### src/ebf_ram.sv
// Generic simple dual-port RAM: one write port, one read port, registered read.
// No dependencies.
`timescale 1ns / 1ps
`default_nettype none
module ebf_ram #(
  parameter int unsigned WIDTH = 8,
  parameter int unsigned DEPTH = 64
) (
  input  wire                      clk_i,
  input  wire                      we_i,
  input  wire  [$clog2(DEPTH)-1:0] waddr_i,
  input  wire  [WIDTH-1:0]         wdata_i,
  input  wire  [$clog2(DEPTH)-1:0] raddr_i,
  output logic [WIDTH-1:0]         rdata_o
);
  logic [WIDTH-1:0] mem_q [DEPTH];

  always_ff @(posedge clk_i) begin
    if (we_i) begin
      mem_q[waddr_i] <= wdata_i;
    end
    rdata_o <= mem_q[raddr_i];
  end
endmodule
`default_nettype wire

### config.mk
export PLATFORM = sky130hd
export DESIGN_NAME = ebf_ram
export DESIGN_NICKNAME = d
export VERILOG_FILES = /design/src/ebf_ram.sv
export SDC_FILE = /design/constraint.sdc
export NUM_CORES = 1
export LEC_CHECK = 0
export BUFFER_PORTS_ARGS = -buffer_cell sky130_fd_sc_hd__clkbuf_2
export CAP_MARGIN = 25
export CORE_MARGIN = 2
export CORE_UTILIZATION = 40
export CTS_BUF_LIST = sky130_fd_sc_hd__clkbuf_8
export DETAILED_ROUTE_END_ITERATION = 10
export PLACE_DENSITY = 0.54
export SYNTH_ARGS = -nofsm -noshare
export SYNTH_HDL_FRONTEND = slang
export SYNTH_SLANG_ARGS = --single-unit
### constraint.sdc
create_clock -name clk_i -period 2.1 [get_ports clk_i]
set_input_delay 0.42 -clock clk_i [delete_from_list [all_inputs] [get_ports clk_i]]
set_output_delay 0.42 -clock clk_i [all_outputs]
set_load 0.02 [all_outputs]
==> results.py <==
metrics = {
    "grt": {
        "globalRouteTotalUtil_pct": 18.68,
        "gr-total-overflow": 0,
        "antenna_found_initial": 1,
        "grt_pass1_vias": 10760,
        "grt_pass1_wl_um": 70870,
        "grt_max_degree": 65,
    },
    "synthesis": {
        "ys_types": 40,
        "ys_seq_area_share_pct": 77.03,
        "synthesis.nets": 962,
        "synth_top_cells_by_area": "edfxtp_1, mux4_2, nor2_1, mux2i_1, dfxtp_1",
        "netlist_instances": 940,
        "ys.flop_type": "edfxtp_1",
        "synth_edf_count": 512,
        "yosys-top-cells-count": "edfxtp_1, mux4_2, nor2_1",
        "yosysMostFrequentCell": "edfxtp_1",
        "synth_top_area_cell": "edfxtp_1",
        "netlist_area_um2": 20170,
        "synth_top_area_share_pct": 76.24,
        "async_reset_ff_share_pct": 0,
        "yosysWarnings": 0,
        "avgSynthCellArea_um2": 21.45,
        "ys_seq_elements": 520,
    },
    "outcome": {
        "status": "finished clean",
    },
    "floorplanning": {
        "core_um2": 49970,
        "die_h_um": 228.5,
        "die_area_um2": 52230,
        "die_w_um": 228.5,
        "ioPinCount": 30,
        "start_util_pct": 40.36,
        "rows": 82,
    },
    "detailed_routing": {
        "first_iter_violations": 795,
        "wirelength_um": 47760,
        "drt-pass1-iter-count": 5,
        "wl_per_cell_um": 24.72,
        "vias_per_cell": 5.260,
        "vias": 10160,
        "drc": 0,
        "ant_nets": 0,
    },
    "timing": {
        "skew_ns": 0.02316,
        "max_clock_freq_ghz": 0.5055,
        "rsz0062_at_grt": "false",
        "setup_viol": 0,
        "period_needed_ns": 1.978,
        "tightest_slew_ns": 0.7756,
        "final.setup.tns_ns": 0,
        "slew_headroom_pct": 48.29,
        "min_period_over_period_pct": 94.21,
        "final_hold_viol_count": 0,
        "maxSlewViolCount": 0,
    },
    "clock_network": {
        "cts_setup_buffers": 0,
        "cts_buffers": 84,
        "clock-root-buffer": "clkbuf_8",
        "cts_tree": "built",
        "htree_levels": 3,
        "clk_pin_slew_ns": 0.06,
        "clockBufferDepth": 3,
        "cts.sink_count": 520,
        "insertion_delay_ns": 0.65,
        "cts_repair_resize_count": 1,
        "hold_buffers": 0,
    },
    "worst_setup_path": {
        "path_max_fanout": 1,
        "path_class": "reg2reg",
        "r2r-start": "mem_q[29][4]",
        "reg2regPathDepth": 5,
        "required_ns": 2.62,
        "end_kind": "register",
        "endpoint": "rdata_o[4]",
        "r2r_slack_ns": 0.12,
        "reg2reg_to": "rdata_o[4]",
        "cp-startpoint": "mem_q[29][4]",
        "arrival_ns": 2.50,
        "crit_path_start_kind": "register",
    },
    "hold_path": {
        "hp-start": "raddr_i[5]",
        "hold_class": "in2reg",
    },
    "final_layout": {
        "nFillCells": 4189,
        "multi_input_area_um2": 4320,
        "areaGrowthSynthToFinish_pct": 18.51,
        "drive_above_1_share_pct": 36.54,
        "finalNetCount": 1214,
        "ff_latch_area_um2": 15530,
        "fin_util_pct": 47.83,
    },
    "power": {
        "ir_drop_mv": 0.3770,
        "p_leak_nw": 7.949,
        "power_density_nw_per_um2": 857.9,
    },
    "placement": {
        "gp_congestion": 0.7944,
        "dpl.hpwl_um": 30420,
        "io_buffers": 29,
    },
    "job": {
        "max_cap_viol_count": 0,
    },
}
-- worst max-delay path, stage by stage, from the launching register on --
cell      delay (ns)
edfxtp_1        0.35
mux4_2          0.48
mux2_2          0.29
o221a_2         0.29
nor3_2          0.30
o32ai_1         0.13
-- flip-flops by register name (all words and copies together), names as in the netlist --
signal	cells
mem_q	512
rdata_o	8
-- cells by family after synthesis --
group	after synthesis	synth area share [%]
AO/OA/AOI/OAI	54	2.072
buffers and inverters	51	1.570
flip-flops	520	77.03
multiplexers	162	15.94
AND/OR/NAND/NOR	153	3.387
-- layout make-up --
class | instances | area share (%)
clock inverter | 67 | 1.194
multi-input combinational | 369 | 18.08
sequential | 520 | 65.00
tap | 672 | 3.518
clock buffer | 86 | 4.952
timing repair buffer | 217 | 7.251
antenna | 1 | 0.01047
-- layer usage --
metal	global-route usage, %	routed length [um]	vias up
li1	-	-	4452
met1	25.22	20590	5356
met3	3.580	2598	74
met5	0	0	-
met4	7.292	1263	0
met2	30.14	23310	281
-- per-stage QoR --
stage / total power (W) / cells / setup slack, ns / instance area [um2] / hold slack [ns]
finish: 0.02050 / 1932 / 0.1216 / 23900 / 0.2533
global route: 0.02128 / 1932 / 0.04845 / 23900 / 0.2247
CTS: 0.02076 / 1931 / 0.1127 / 23900 / 0.1813
detailed placement: 0.01302 / 1778 / -0.5502 / 22420 / 0.7989
global placement: 0.01301 / 1778 / -0.5637 / 22420 / 0.7863
floorplan: 0.01236 / 940 / 0.01228 / 20170 / 0.5189
-- worst min path at each step --
stage / to / slack (ns) / cells after the start
4_1_cts: rdata_o[3] / 0.18 / 2
5_1_grt: rdata_o[5] / 0.22 / 2
6_report: rdata_o[3] / 0.25 / 2
3_3_place_gp: rdata_o[4] / 0.79 / 3
2_1_floorplan: mem_q[0][0] / 0.52 / 0
3_5_place_dp: rdata_o[4] / 0.80 / 3
-- cells in the final DEF (no fill, tap or decap), types with 2 or more instances in the layout --
master | synthesis | final
a22oi_1 | 3 | 3
mux4_2 | 126 | 126
nand3_1 | 13 | 13
o221ai_1 | 8 | 8
o21ai_0 | 2 | 2
o2bb2ai_1 | 3 | 3
clkbuf_2 | 0 | 26
a211oi_1 | 4 | 4
buf_12 | 2 | 13
inv_1 | 0 | 33
a21oi_1 | 3 | 3
clkbuf_8 | 0 | 87
clkinv_1 | 0 | 19
mux2i_1 | 23 | 23
buf_4 | 13 | 177
nand3b_1 | 3 | 3
o2111ai_1 | 3 | 3
nand2b_1 | 7 | 7
nor4_1 | 2 | 2
a2111oi_0 | 2 | 2
o41ai_1 | 2 | 2
nor2_1 | 83 | 83
nand4_1 | 2 | 2
o21ai_1 | 2 | 2
o22ai_1 | 8 | 8
edfxtp_1 | 512 | 512
nor3_1 | 7 | 6
o32ai_1 | 2 | 2
dfxtp_1 | 8 | 8
nand2_1 | 19 | 19
a221oi_1 | 6 | 6
nor2b_1 | 14 | 14
o21a_1 | 2 | 2
mux2_2 | 13 | 13
clkinv_2 | 0 | 9
o221a_2 | 2 | 2
clkinvlp_4 | 0 | 6
-- power by group --
part	total [W]	internal (W)	switching [W]
Sequential	0.0115	0.0115	0.0000471
Combinational	0.00124	0.000534	0.000709
Clock	0.00772	0.00380	0.00392
Note: power is estimated with default switching activity, not from simulation.
